$ cat config.mk
export PLATFORM = sky130hd
export DESIGN_NAME = fdk_scan
export DESIGN_NICKNAME = d
export VERILOG_FILES = /design/src/rtl/fdk_pkg.sv /design/src/rtl/fdk_scan.sv
export SDC_FILE = /design/constraint.sdc
export NUM_CORES = 1
export LEC_CHECK = 0
export ABC_AREA = 1
export BUFFER_PORTS_ARGS = -buffer_cell sky130_fd_sc_hd__buf_2
export CAP_MARGIN = 10
export CORE_MARGIN = 2
export CORE_UTILIZATION = 57
export CTS_CLUSTER_DIAMETER = 60
export DETAILED_ROUTE_END_ITERATION = 8
export HOLD_SLACK_MARGIN = 0.08
export PLACE_DENSITY = 0.81
export SLEW_MARGIN = 20
export SYNTH_ARGS = -nofsm -noshare
export SYNTH_HDL_FRONTEND = slang
export SYNTH_SLANG_ARGS = --single-unit
$ cat constraint.sdc
create_clock -name clock -period 4.56 [get_ports clock]
set_input_delay 0.456 -clock clock [delete_from_list [all_inputs] [get_ports clock]]
set_output_delay 0.456 -clock clock [all_outputs]
set_load 0.02 [all_outputs]
$ cat src/rtl/fdk_pkg.sv
// Shared package for the 5x5 dual-kernel feature core.
// Holds widths, limits, kernel weight tables and the stage structs.
// No dependencies; every other file but fdk_ram imports it.
`timescale 1ns / 1ps

package fdk_pkg;

   // Image geometry
   localparam int MAX_WIDTH  = 2048;
   localparam int MAX_HEIGHT = 4096;
   localparam int LINES      = 4;
   localparam int WIN        = 5;

   // Field widths
   localparam int PIX_W  = 8;
   localparam int COL_W  = 11;
   localparam int ROW_W  = 12;
   localparam int CFG_W  = 12;
   localparam int SUM_W  = 12;
   localparam int PART_W = 11;

   // Line memory: one word holds the same column of all four lines
   localparam int ADDR_W      = $clog2(MAX_WIDTH);
   localparam int LINE_WORD_W = LINES * PIX_W;

   // Width register limits and reset value
   localparam logic [CFG_W-1:0] WIDTH_MIN   = CFG_W'(5);
   localparam logic [CFG_W-1:0] WIDTH_MAX   = CFG_W'(MAX_WIDTH);
   localparam logic [CFG_W-1:0] WIDTH_RESET = CFG_W'(640);

   // Row counter saturation point
   localparam logic [ROW_W-1:0] ROW_LIMIT = ROW_W'(MAX_HEIGHT - 1);

   // Window is fully inside once both counters reach this position
   localparam int WIN_START = WIN - 1;
   // Center sits this far up and left of the incoming pixel
   localparam int CENTER_OFS = WIN / 2;

   // Result queue
   localparam int FIFO_DEPTH = 8;
   localparam int FIFO_PTR_W = $clog2(FIFO_DEPTH);
   localparam int FIFO_CNT_W = $clog2(FIFO_DEPTH + 1);

   // Kernel weights
   typedef logic signed [1:0] weight_type;
   localparam weight_type W_Z = 2'sb00;
   localparam weight_type W_P = 2'sb01;
   localparam weight_type W_N = 2'sb11;

   localparam weight_type KERN_X [0:WIN-1][0:WIN-1] = '{
      '{W_N, W_N, W_Z, W_P, W_P},
      '{W_N, W_N, W_Z, W_P, W_P},
      '{W_Z, W_Z, W_Z, W_Z, W_Z},
      '{W_P, W_P, W_Z, W_N, W_N},
      '{W_P, W_P, W_Z, W_N, W_N}
   };

   localparam weight_type KERN_Y [0:WIN-1][0:WIN-1] = '{
      '{W_Z, W_N, W_N, W_N, W_Z},
      '{W_P, W_Z, W_N, W_Z, W_P},
      '{W_P, W_P, W_Z, W_P, W_P},
      '{W_P, W_Z, W_N, W_Z, W_P},
      '{W_Z, W_N, W_N, W_N, W_Z}
   };

   // Request leaving the scan stage in the cycle after acceptance
   typedef struct packed {
      logic              vld;
      logic [ADDR_W-1:0] addr;
      logic [PIX_W-1:0]  pixel;
      logic              fwd;
      logic              win_valid;
      logic [COL_W-1:0]  ccol;
      logic [ROW_W-1:0]  crow;
   } fdk_stage_type;

   // Sideband carried alongside the window arithmetic
   typedef struct packed {
      logic             vld;
      logic             win_valid;
      logic [COL_W-1:0] ccol;
      logic [ROW_W-1:0] crow;
   } fdk_meta_type;

   // One finished result
   typedef struct packed {
      logic signed [SUM_W-1:0] feature_x;
      logic signed [SUM_W-1:0] feature_y;
      logic                    win_valid;
      logic [COL_W-1:0]        ccol;
      logic [ROW_W-1:0]        crow;
   } fdk_rsp_type;

endpackage

$ cat src/rtl/fdk_scan.sv
// Raster scan stage: column/row counters, line memory read issue, window
// validity and center coordinates, same-column forward detection. Uses fdk_pkg.
`timescale 1ns / 1ps

module fdk_scan (
   input  logic                         clock,
   input  logic                         reset,
   input  logic                         accept,
   input  logic [fdk_pkg::PIX_W-1:0]    pixel,
   input  logic                         frame_start,
   input  logic [fdk_pkg::CFG_W-1:0]    width,
   output logic                         rd_en,
   output logic [fdk_pkg::ADDR_W-1:0]   rd_addr,
   output fdk_pkg::fdk_stage_type       stage_out
);
   import fdk_pkg::*;

   logic [COL_W-1:0]  col_ff, col_in;
   logic [ROW_W-1:0]  row_ff, row_in;
   fdk_stage_type     stage_ff, stage_in;

   logic [CFG_W-1:0]  w_act;
   logic [COL_W-1:0]  col_cur;
   logic [ROW_W-1:0]  row_cur;
   logic [CFG_W-1:0]  col_ext;
   logic [COL_W-1:0]  col_clamp;
   logic              win_ok;

   // Active width, clamped into the legal range
   always_comb begin
      if (width < WIDTH_MIN) begin
         w_act = WIDTH_MIN;
      end else if (width > WIDTH_MAX) begin
         w_act = WIDTH_MAX;
      end else begin
         w_act = width;
      end
   end

   // Position of this pixel and the column it uses in the line memory
   always_comb begin
      col_cur   = frame_start ? '0 : col_ff;
      row_cur   = frame_start ? '0 : row_ff;
      col_ext   = CFG_W'(col_cur);
      col_clamp = (col_ext >= w_act) ? COL_W'(w_act - CFG_W'(1)) : col_cur;
      win_ok    = (row_cur >= ROW_W'(WIN_START)) && (col_cur >= COL_W'(WIN_START))
                  && (col_ext < w_act);
   end

   // Counter advance
   always_comb begin
      col_in = col_ff;
      row_in = row_ff;
      if (accept) begin
         if (col_ext + CFG_W'(1) >= w_act) begin
            col_in = '0;
            row_in = (row_cur < ROW_LIMIT) ? row_cur + ROW_W'(1) : row_cur;
         end else begin
            col_in = col_cur + COL_W'(1);
            row_in = row_cur;
         end
      end
   end

   // Request for the next stage; fwd flags a read of the column the
   // previous request writes back in this same cycle
   always_comb begin
      stage_in.vld       = 1'b1;
      stage_in.addr      = ADDR_W'(col_clamp);
      stage_in.pixel     = pixel;
      stage_in.fwd       = stage_ff.vld && (stage_ff.addr == ADDR_W'(col_clamp));
      stage_in.win_valid = win_ok;
      stage_in.ccol      = win_ok ? col_cur - COL_W'(CENTER_OFS) : '0;
      stage_in.crow      = win_ok ? row_cur - ROW_W'(CENTER_OFS) : '0;
   end

   always_ff @(posedge clock) begin
      if (reset) begin
         col_ff   <= '0;
         row_ff   <= '0;
         stage_ff <= '0;
      end else begin
         col_ff <= col_in;
         row_ff <= row_in;
         if (accept) begin
            stage_ff <= stage_in;
         end else begin
            stage_ff.vld <= 1'b0;
         end
      end
   end

   assign rd_en     = accept;
   assign rd_addr   = ADDR_W'(col_clamp);
   assign stage_out = stage_ff;

endmodule

==> Word-level counts from Yosys, hierarchy flattened <==
Index checks and enable logic that the tools add are counted.
{ "totals": {"regBits": 68, "in_bits": 24, "out_inout_bits": 57, "elab_cells": 38} }
{ "classes": {"addsub": 6, "magnitude_cmp": 8, "n_eq_ne": 1, "n_mux": 11, "n_reduce_logical": 3} }
{ "op_table": {"columns": ["op", "n"], "rows": [
  ["2-to-1 mux 12 bit", 6],
  ["2-to-1 mux 11 bit", 4],
  ["adder 11 x 1 -> 12 bit (second input constant)", 1],
  ["adder 12 x 1 -> 12 bit (second input constant)", 1],
  ["greater-or-equal comparator 11 x 12 -> 1 bit", 1],
  ["greater-or-equal comparator 12 bit", 1],
  ["greater-or-equal comparator 12 x 3 -> 1 bit (second input constant)", 1],
  ["greater-than comparator 12 bit (second input constant)", 1],
  ["< comparator 11 x 12 -> 1 bit", 1],
  ["< comparator 12 bit (second input constant)", 1],
  ["< comparator 12 x 3 -> 1 bit (second input constant)", 1],
  ["subtractor 12 x 2 -> 12 bit (second input constant)", 1],
  ["adder 11 x 1 -> 11 bit (second input constant)", 1],
  ["equality test 11 bit", 1],
  ["greater-or-equal comparator 11 x 3 -> 1 bit (second input constant)", 1],
  ["subtractor 11 x 1 -> 11 bit (second input constant)", 1],
  ["subtractor 11 x 2 -> 11 bit (second input constant)", 1],
  ["logical AND 1 bit", 3],
  ["2-to-1 mux 1 bit", 1]
]} }

==> Depth between registers and ports, before layout <==
Gate-level depths: netlist of the first run.
{ "depth": {"depth_word": 7, "ltp_mapped": 25, "mapped_depth_nobuf": 24} }

==> Worst setup path after synthesis of the first run <==
No wires, ideal clock.
{ "synth_timing": {"path_type": "input-to-reg", "from": "input port frame_start", "to": "register row_ff[6]", "setup_time_ns": 0.128, "t_arrival_ns": 3.407, "t_required_ns": 4.432, "slack_ns": 1.025, "stages": 23, "n_path_buf": 2, "cell_sequence": "buf_6 buf_4 nor2_1 ha_1 inv_1 nor2_1 nand3_1 nor3_1 nand3_1 xor2_1 ha_1 nand2_1 nor2_1 nand3_1 nand3_1 nand2_2 inv_2 nand2_4 nor2_2 inv_2 nor2_1 xor2_1 nor2_1"} }
{ "synth_via": {"elab_chain_len": 4, "word_cells_on_any_way": 8, "classes_between": "add/sub (2); order compare (2); mux (4)"} }
{ "synth_rtl": {"columns": ["element", "line_no", "source"], "rows": [
  ["start, declared", "fdk_scan.sv:10", "input logic frame_start,"],
  ["2-to-1 mux 11 bit / 2-to-1 mux 12 bit (equally long branches)", "fdk_scan.sv:42, fdk_scan.sv:43", null],
  ["adder 11 x 1 -> 12 bit (tied with other cells)", "fdk_scan.sv:55", "if (col_ext + CFG_W'(1) >= w_act) begin"],
  ["greater-or-equal comparator 12 bit / 2-to-1 mux 12 bit (equally long branches)", "fdk_scan.sv:55, fdk_scan.sv:57", null],
  ["2-to-1 mux 12 bit *", "fdk_scan.sv:55", null],
  ["end signal, assigned", "fdk_scan.sv:84", "row_ff <= row_in;"],
  ["end, declared", "fdk_scan.sv:19", "logic [ROW_W-1:0] row_ff, row_in;"]
]} }
Mark *: on every way between the ends. The rest lies on a longest branch, timed or not.
A chain may end at the register's enable or synchronous reset.

==> Worst setup path after layout of the first run <==
{ "layout_timing": {"from": "input port width[9] (netlist name)", "to": "output port rd_addr[7] (netlist name)"} }
{ "layout_via": {"elab_chain_len": 5, "word_cells_on_any_way": 7, "classes_between": "add/sub (1); order compare (3); mux (3)"} }
{ "layout_rtl": {"columns": ["element", "line_no", "source"], "rows": [
  ["start, declared", "fdk_scan.sv:11", "input logic [fdk_pkg::CFG_W-1:0] width,"],
  ["greater-than comparator 12 bit", "fdk_scan.sv:33", "end else if (width > WIDTH_MAX) begin"],
  ["2-to-1 mux 12 bit", "fdk_scan.sv:33", null],
  ["2-to-1 mux 12 bit *", "fdk_scan.sv:31", "if (width < WIDTH_MIN) begin"],
  ["subtractor 11 x 1 -> 11 bit / greater-or-equal comparator 11 x 12 -> 1 bit (equally long branches)", "fdk_scan.sv:45", "col_clamp = (col_ext >= w_act) ? COL_W'(w_act - CFG_W'(1)) : col_cur;"],
  ["2-to-1 mux 11 bit *", "fdk_scan.sv:45", null],
  ["end, declared", "fdk_scan.sv:13", "output logic [fdk_pkg::ADDR_W-1:0] rd_addr,"]
]} }
Marks and branches as above.

==> results.md, run 1 <==
- Avg WL per Cell: 13.84 um
- First-pass GRT wire length: 20,360 um
- M3 GR Usage: 0.05138
- Most frequent cells after synthesis: 181 x nand2_1, 81 x inv_1, 81 x nor2_1
- Post-synth EDFFs: 0
- Int Pwr: 0.9262 mW
- Max-slew violations: 0
- Most frequent cell after synthesis: nand2_1
- Yosys warning count: 0
- Crit-path cells: buf_2 > nor2_1 > nand2_1 > nor2_1 > nand2_1 > nand2_2 > inv_1 > nor2_2 > inv_1 > ha_1 > a21oi_1 > o21ai_0 > nand3_1 > nand3_2 > inv_2 > o21ai_0 > nand2_1 > inv_1 > buf_2
- Top cell type's share of synthesized area: 0.2875
- Insertion delay to the later sink of the worst-skew pair: 370 ps
- Post-CTS Setup Inserts: 0
- Num CTS Buffers: 9
- Top Usage Layer GRT: met2
- Placed Area: 5097 um2
- Clk sinks: 68
- Critical Path Source Type: primary input
- Synth top area cells: dfxtp_1 29%, nand2_1 14%, ha_1 8.5%, inv_1 6.4%, nor2_1 6.4%
- Setup tns final: 0 ps
- Layout cell share with drive strength beyond 1: 0.1660
- Initial antenna violation count: 0
- Reg clk slew, reported paths: 80 ps
- Die ar.: 9054 um2
- Crit. End Element: output port
- Post-CTS Resized: 0
- GRT Resource Usage Total: 0.2814
- Critical Path Max Stage Delay: 310 ps
- Max VDD drop: 0.1733 mV
- Clk_skew: 21.63 ps
- Outcome: completed
- Final ANT Viol Nets: 0
- Core region area: 8134 um2
- Htree depth: 3
- I/O Buffers: 80
- Synth Flop Type: dfxtp_1
- Period minus WS final: 3965 ps
- Clock power share: 0.400
- Final instance area: 5305 um2
- RSZ-0062 raised after global routing: false
- Via Count: 5,029
- Final setup fails: 0
- Crit path kind: in -> out
- Syn_nets: 787
- Routability cong.: 0.9605
- Final Hold Violating Endpoints: 0
- Antenna Cells: 0
- Grt total ovfl: 0
- Crit-path slowest cell: ha_1
- Synth Area in XOR/XNOR: 0.04254
- Root Driver: clkbuf_8
- Die Y: 95.15 um
- Switch Pwr: 0.4201 mW
- Cell Area, Synth: 4736 um2
- Fraction of synthesized area in multiplexers: 0
- Io pins: 81
- HPWL Detailed: 9269 um
- Layout area overhead: 12.02%
- Drt total wl: 12,460 um
- Max Clk Rate: 252.2 MHz
- Post-synthesis adder-cell area fraction: 0.08454
- CP top delay family: simple AND/OR/NAND/NOR gates
- Worst EP required: 4100 ps
- Mean post-synth cell area: 6.479 um2
- # rows: 33
- Fraction of registers with async set/reset: 0
- Starting Density: 0.5822
- LEAKAGE: 2.640 nW
- GR Util met2: 0.4572
- Slew @ Worst Pin: 952.2 ps
- Nets@finish: 846
- Synth Area in Simple Gates: 0.3406
- Combinational share of power: 0.144
- Hold Buf Count CTS: 0
- Layout Utilization: 0.6522
- Starting DRT DRC Count: 417
- Reg power frac: 0.456
- Buffer levels on the longest clock path: 2
- Via density: 5.588
- Sequential area share after synthesis: 0.2875
- Post-synth top area cell: dfxtp_1
- M1 GR Usage: 0.3735
- Drt pass-1 iters: 7
- Post-synthesis compound-gate area fraction: 0.1287
- TritonCTS clock tree: yes
- Hold Path Class: in -> reg
- Pwr/cell area: 253.8 nW/um2
- Die Span X: 95.15 um
- Final period util: 0.8694
- Worst-path fanout max: 16
- Largest net degree at the start of global routing: 63
- Residual DRC: 0
- Worst path buffer plus inverter count: 6
- Main combinational cell family by area after synthesis: simple AND/OR/NAND/NOR gates
- Slew headroom: 0.3652
- Max-cap check violation count: 0
- Post-layout power: 1.346 mW
- Synth Register Bits: 68
- Via count of the first global-routing pass: 4,510
- Sw Share: 0.3120
- Yosys cell types: 41
- Crit path DAT: 3510 ps
- Mapped Cells: 731
[power by group through the flow]
stage / sequential (mW) / clock (mW) / combinational (mW)
after detailed placement: 0.627 / 0 / 0.190
after global placement: 0.627 / 0 / 0.184
after global routing: 0.615 / 0.570 / 0.216
final: 0.614 / 0.538 / 0.194
after CTS: 0.613 / 0.539 / 0.191
after floorplan: 0.640 / 0 / 0.127
[worst register-to-register path, cell delays in order (launching register included)]
cell and delay, ps:
dfxtp_1 330, inv_1 40, nor2_1 280, ha_1 210
inv_1 40, nor2_1 150, nand3_1 130, nor3_1 280
nand3_1 170, xor2_1 190, ha_1 330, nand2_1 60
nor2_1 190, nand3_1 130, nand3_1 270, nand2_2 130
inv_2 90, nand2_4 70, nor2_2 130, inv_2 40
nor2_1 110, xor2_1 170, nor2_1 60
[layout make-up]
cell class              count  area, um2
clock buffers               9      123.9
clock inverters             7      83.83
fillers                   759       2829
inverters                  92      350.3
multi-input cells         535       2824
flip-flops and latches     68       1361
well taps                 105      131.4
repair buffers             84      430.4
[registers in the layout, indices dropped and copies added, names as in the netlist]
| register | flops |
|---|---|
| stage_out | 45 |
| col_ff | 11 |
| row_ff | 12 |
[cell families (layout without fill, tap and decap cells)]
kind of cell               after synthesis  in the layout
buffers and inverters                  128            192
xor gates and xnor gates                23             23
DFF                                     68             68
AOI/OAI and AO/OA                      112            112
and+or+nand+nor                        368            368
adders and majority gates               32             32
[path summary, 6_finish.rpt]
check / from / end / slack, ps / cells past startpoint
max: width[9] / rd_addr[7] / 600 / 19
min: pixel[1] / stage_out[26] / 320 / 3
max reg2reg: col_ff[1] / row_ff[6] / 810 / 22
min reg2reg: stage_out[16] / stage_out[16] / 470 / 2
[through the flow]
stage | setup WS, ps | std cells | hold WS, ps
after global routing | 319.6 | 900 | 320.7
after global placement | 607.8 | 884 | 450.5
final | 595.4 | 900 | 321.5
after CTS | 690.6 | 900 | 316.4
after detailed placement | 376.2 | 884 | 452.4
after floorplan | 1025 | 731 | 443.5
[per-layer routing]
layer	vias up	wire length, um
met4	0	196
met5	-	0
li1	2470	-
met1	2281	5607
met2	253	5637
met3	25	1016
[cell usage in the layout, fill, tap and decap left out, types with 8 or more instances in the layout]
cell / n
clkbuf_8: 9
nand3_1: 58
buf_2: 80
inv_1: 81
a21oi_1: 58
dfxtp_1: 68
xor2_1: 20
nand2_1: 181
nor3_1: 10
o21ai_0: 34
ha_1: 32
nand4_1: 8
inv_2: 10
nor2_1: 81
(Power assumes the default switching activity.)
==> run 2, diff against run 1 <==
CELL_PAD_IN_SITES_DETAIL_PLACEMENT = 2   (was not set)
CELL_PAD_IN_SITES_GLOBAL_PLACEMENT = 2   (was not set)
CORE_UTILIZATION = 31   (was 57)
PLACE_DENSITY = 0.8   (was 0.81)
==> run 2 against run 1 <==
Effect of this change: non-clock buffer count up 2; critical path type unchanged; count of clock-buffer cells in the layout up 3; clock skew down 12 ps; largest power group is now clock; register-to-register slack worse by 80 ps; power up 14%; largest cell class unchanged; core utilization down 29 points; critical endpoint unchanged.
==> results.md, run 2 (same netlist as run 1, synthesis figures left out) <==
- Buffer levels on the longest clock path: 2
- Hold Buf Count CTS: 0
- LEAKAGE: 2.694 nW
- Layout cell share with drive strength beyond 1: 0.1648
- Via count of the first global-routing pass: 5,499
- Hold Crit Endpoint: stage_out[25]
- Post-CTS Setup Inserts: 0
- Setup tns final: 0 ps
- Clk sinks: 68
- Nets@finish: 848
- Crit. End Element: output port
- Reg power frac: 0.403
- Layout area overhead: 16.30%
- Max Clk Rate: 258.0 MHz
- Avg WL per Cell: 17.64 um
- Max-cap check violation count: 0
- Critical Path Source Type: primary input
- Final period util: 0.8501
- Worst Hold Depth: 3
- Final setup fails: 0
- Via density: 5.118
- Htree depth: 3
- Drt total wl: 17,340 um
- R2R Setup Slk: 730 ps
- Max VDD drop: 0.1731 mV
- Crit Reg-Reg Endpoint: row_ff[9]
- Most common cell after layout, fill and taps aside: nand2_1
- Max FFs per register: 45
- First-pass GRT wire length: 28,260 um
- I/O Buffers: 80
- Most frequent cells in the layout: 181 x nand2_1, 81 x nor2_1, 81 x inv_1, 80 x buf_2, 68 x dfxtp_1
- Antenna Cells: 0
- Sw Share: 0.2727
- Reg clk slew, reported paths: 50 ps
- GRT Resource Usage Total: 0.2183
- Worst EP required: 4100 ps
- Starting DRT DRC Count: 177
- Post-CTS Resized: 0
- Initial antenna violation count: 0
- Int Pwr: 1.113 mW
- Root Driver: clkbuf_16
- Period minus WS final: 3876 ps
- Switch Pwr: 0.4171 mW
- Pwr/cell area: 277.8 nW/um2
- RSZ-0062 raised after global routing: false
- Worst-path fanout max: 16
- Reg2reg path depth: 20
- Final ANT Viol Nets: 0
- Max-slew violations: 0
- Die ar.: 16,280 um2
- Via Count: 5,031
- Slew @ Worst Pin: 1033 ps
- # rows: 45
- Num CTS Buffers: 9
- Starting Density: 0.3138
- Crit path DAT: 3420 ps
- Hold Startpoint: pixel[0]
- Insertion delay to the later sink of the worst-skew pair: 340 ps
- Clock power share: 0.462
- Combinational share of power: 0.136
- Grt total ovfl: 0
- Hold Path Class: in -> reg
- Drt pass-1 iters: 4
- Crit path kind: in -> out
- Slew headroom: 0.3116
- Residual DRC: 0
- Core region area: 15,090 um2
- Die Span X: 127.6 um
- Final Hold Violating Endpoints: 0
- Outcome: completed
- Post-layout power: 1.530 mW
- TritonCTS clock tree: yes
- Worst reg2reg startpoint: col_ff[1]
- HPWL Detailed: 13,560 um
- Clk_skew: 9.663 ps
- Largest net degree at the start of global routing: 53
- Io pins: 81
- Die Y: 127.6 um
- Routability cong.: 0.8455
==> run 2: changes by cell type in the layout (fill, tap and decap cells not counted), sizes merged <==
cell | previous run | this run
inv | 94 | 91
clkinvlp | 1 | 0
clkbuf | 9 | 12
clkinv | 3 | 2
buf | 84 | 86
==> run 2: per-layer routing <==
| metal | GRT usage | vias up | wire (um) |
|---|---|---|---|
| met5 | 0 | - | 0 |
| met2 | 0.3762 | 101 | 8475 |
| met1 | 0.2764 | 2439 | 7874 |
| met4 | 0.06787 | 0 | 371 |
| met3 | 0.04020 | 26 | 620 |
| li1 | - | 2465 | - |
==> run 2: power groups by stage <==
stage | registers (mW) | logic (mW) | clock network [mW]
final | 0.616 | 0.208 | 0.706
after global routing | 0.617 | 0.233 | 0.747
after CTS | 0.616 | 0.211 | 0.721
after detailed placement | 0.628 | 0.209 | 0
after global placement | 0.627 | 0.197 | 0
after floorplan | 0.640 | 0.127 | 0
==> run 2: metrics by stage <==
stage | hold slack [ps] | instance area (um2) | utilization | setup slack, ps | std cells
after floorplan | 443.5 | 4736 | - | 1025 | 731
after global placement | 448.5 | 5216 | 0.3457 | 565.9 | 969
final | 348.9 | 5508 | 0.3650 | 683.5 | 983
after CTS | 344.4 | 5508 | 0.3650 | 690.0 | 983
after global routing | 361.9 | 5508 | 0.3650 | 258.7 | 983
after detailed placement | 456.7 | 5216 | 0.3457 | 378.3 | 969
==> run 2: cell type report <==
cell class	count	area, um2
Tap cell	188	235.2
Clock inverter	2	35.03
Sequential cell	68	1361
Clock buffer	12	256.5
Inverter	92	350.3
Timing Repair Buffer	86	445.4
Multi-Input combinational cell	535	2824
Fill cell	1875	9582
==> run 2: worst max path at each step <==
stage	from	to	slack, ps	cells past startpoint
after floorplan	frame_start	row_ff[6]	1030	23
after detailed placement	frame_start	row_ff[6]	380	24
after global placement	frame_start	row_ff[6]	570	24
final	width[5]	rd_addr[7]	680	19
after CTS	frame_start	row_ff[9]	690	22
after global routing	frame_start	row_ff[9]	260	22
==> run 2: critical path, stage by stage <==
cell and delay (ps):
buf_2 130, nor2_1 110, nand2_1 60, nor2_1 160
nand2_1 100, nand2_2 230, inv_1 100, nor2_1 150
inv_1 120, ha_1 300, nand2_1 70, nor2_1 240
nand3_1 260, nand3_2 180, inv_2 120, o21ai_0 200
nand2_1 180, inv_1 90, buf_2 160
==> run 3, diff against run 2 <==
BUFFER_PORTS_ARGS = not set   (was -buffer_cell sky130_fd_sc_hd__buf_2)
CELL_PAD_IN_SITES_DETAIL_PLACEMENT = 0   (was 2)
CELL_PAD_IN_SITES_GLOBAL_PLACEMENT = 1   (was 2)
CORE_UTILIZATION = 45   (was 31)
DONT_BUFFER_PORTS = 1   (was not set)
PLACE_DENSITY = 0.78   (was 0.8)
==> run 3 against run 2 <==
Effect of this change: flip-flop and latch count unchanged; largest cell class unchanged; cell area down 10%; critical endpoint unchanged; final cell count down 13%; critical path depth down 2; global-route usage up 2.0 points; critical path type unchanged; highest routed layer unchanged.
==> results.md, run 3 (same netlist as run 1, synthesis figures left out) <==
- Outcome: completed
- Max-cap check violation count: 0
- Worst reg2reg startpoint: col_ff[1]
- Placed Area: 4751 um2
- Final Hold Violating Endpoints: 0
- Antenna Cells: 0
- HPWL Detailed: 9867 um
- Routability cong.: 0.9602
- Period minus WS final: 3732 ps
- Largest net degree at the start of global routing: 53
- Drt pass-1 iters: 5
- Setup tns final: 0 ps
- Grt total ovfl: 0
- Drt total wl: 13,210 um
- Hold Startpoint: reset
- Final ANT Viol Nets: 0
- Starting Density: 0.4608
- # rows: 37
- Clock power share: 0.400
- Buffer levels on the longest clock path: 2
- Most frequent cells in the layout: 181 x nand2_1, 81 x nor2_1, 81 x inv_1, 68 x dfxtp_1
- Int Pwr: 0.9139 mW
- Post-CTS Setup Inserts: 0
- Crit-path cells: nor2_1 > nand2_1 > nor2_1 > nand2_1 > nand2_2 > inv_1 > nor2_1 > inv_1 > ha_1 > nand2_1 > nor2_1 > nand3_1 > nand3_2 > inv_2 > o21ai_0 > nand2_1 > inv_1
- Clk sinks: 68
- Crit path DAT: 3280 ps
- Reg power frac: 0.492
- Switch Pwr: 0.3645 mW
- Htree depth: 3
- LEAKAGE: 2.253 nW
- Clk_skew: 7.037 ps
- Max VDD drop: 0.1596 mV
- Avg WL per Cell: 15.48 um
- Layout cell share with drive strength beyond 1: 0.07531
- Io pins: 81
- Fill count: 1,073
- Crit-path slowest cell: nand3_2
- Hold Buf Count CTS: 0
- Via density: 5.328
- RSZ-0062 raised after global routing: false
- Insertion delay to the later sink of the worst-skew pair: 350 ps
- Slew @ Worst Pin: 761.3 ps
- Worst EP required: 4100 ps
- Slew headroom: 0.4906
- Reg clk slew, reported paths: 70 ps
- Die ar.: 11,360 um2
- Residual DRC: 0
- Most common cell after layout, fill and taps aside: nand2_1
- GRT Resource Usage Total: 0.2386
- Num CTS Buffers: 9
- Final setup fails: 0
- Core region area: 10,280 um2
- Die Span X: 106.6 um
- Final period util: 0.8184
- Worst-path fanout max: 16
- CP top delay family: simple AND/OR/NAND/NOR gates
- TritonCTS clock tree: yes
- Starting DRT DRC Count: 281
- Die Y: 106.6 um
- Post-CTS Resized: 0
- Max Clk Rate: 268.0 MHz
- Via Count: 4,545
- I/O Buffers: 0
- Nets@finish: 768
- First-pass GRT wire length: 21,430 um
- Combinational share of power: 0.107
- Crit path kind: in -> out
- Hold Path Class: in -> reg
- Crit. End Element: output port
- Worst path buffer plus inverter count: 4
- Via count of the first global-routing pass: 4,242
- Critical Path Max Stage Delay: 340 ps
- Max-slew violations: 0
- Critical Path Source Type: primary input
- Layout area overhead: 4.571%
- Pwr/cell area: 258.1 nW/um2
- Initial antenna violation count: 0
- CP startpoint: width[9]
- Final instance area: 4952 um2
- Sw Share: 0.2851
- Root Driver: clkbuf_8
- Max FFs per register: 45
## run 3: cell types whose count changed in the layout (fill, tap and decap cells not counted), sizes merged
cell      change
clkbuf        -2
buf          -80
clkinvlp      +2
clkinv        +2
## run 3: metrics by stage
stage | cells | utilization | hold slack, ps | power [mW] | setup WS [ps]
6_report | 853 | 0.4819 | 174.6 | 1.278 | 828.2
5_1_grt | 853 | 0.4819 | 151.9 | 1.336 | 488.6
4_1_cts | 853 | 0.4819 | 156.8 | 1.291 | 855.5
3_5_place_dp | 837 | 0.4623 | 456.9 | 0.7801 | 849.5
3_3_place_gp | 837 | 0.4623 | 449.7 | 0.7771 | 865.3
2_1_floorplan | 731 | - | 443.5 | 0.7673 | 1025
## run 3: worst paths after layout
kind                   end  slack (ps)  cells after the start
min reg2reg      col_ff[0]         470                      2
max reg2reg      col_ff[5]         930                     18
min          stage_out[24]         170                      1
max             rd_addr[7]         830                     17
## run 3: power groups by stage
stage	clock network, mW	logic, mW	registers (mW)
floorplan	0	0.127	0.640
global placement	0	0.134	0.643
detailed placement	0	0.137	0.643
CTS	0.524	0.137	0.629
global route	0.546	0.158	0.631
finish	0.512	0.137	0.629
## run 3: layer usage
layer	share of wire	global-route usage	up-vias
met5	0	0	-
met4	0.011	0.06679	0
met3	0.077	0.05897	10
met2	0.44	0.3717	151
met1	0.48	0.3283	2068
li1	-	-	2316
## run 3: cell type report
class	instances	area, um2	share of cell area
Inverter	92	350.3	0.07074
Clock inverter	6	63.81	0.01289
Timing Repair Buffer	6	45.04	0.009096
Tap cell	136	170.2	0.03436
Multi-Input combinational cell	535	2824	0.5702
Sequential cell	68	1361	0.2749
Clock buffer	10	137.6	0.02779
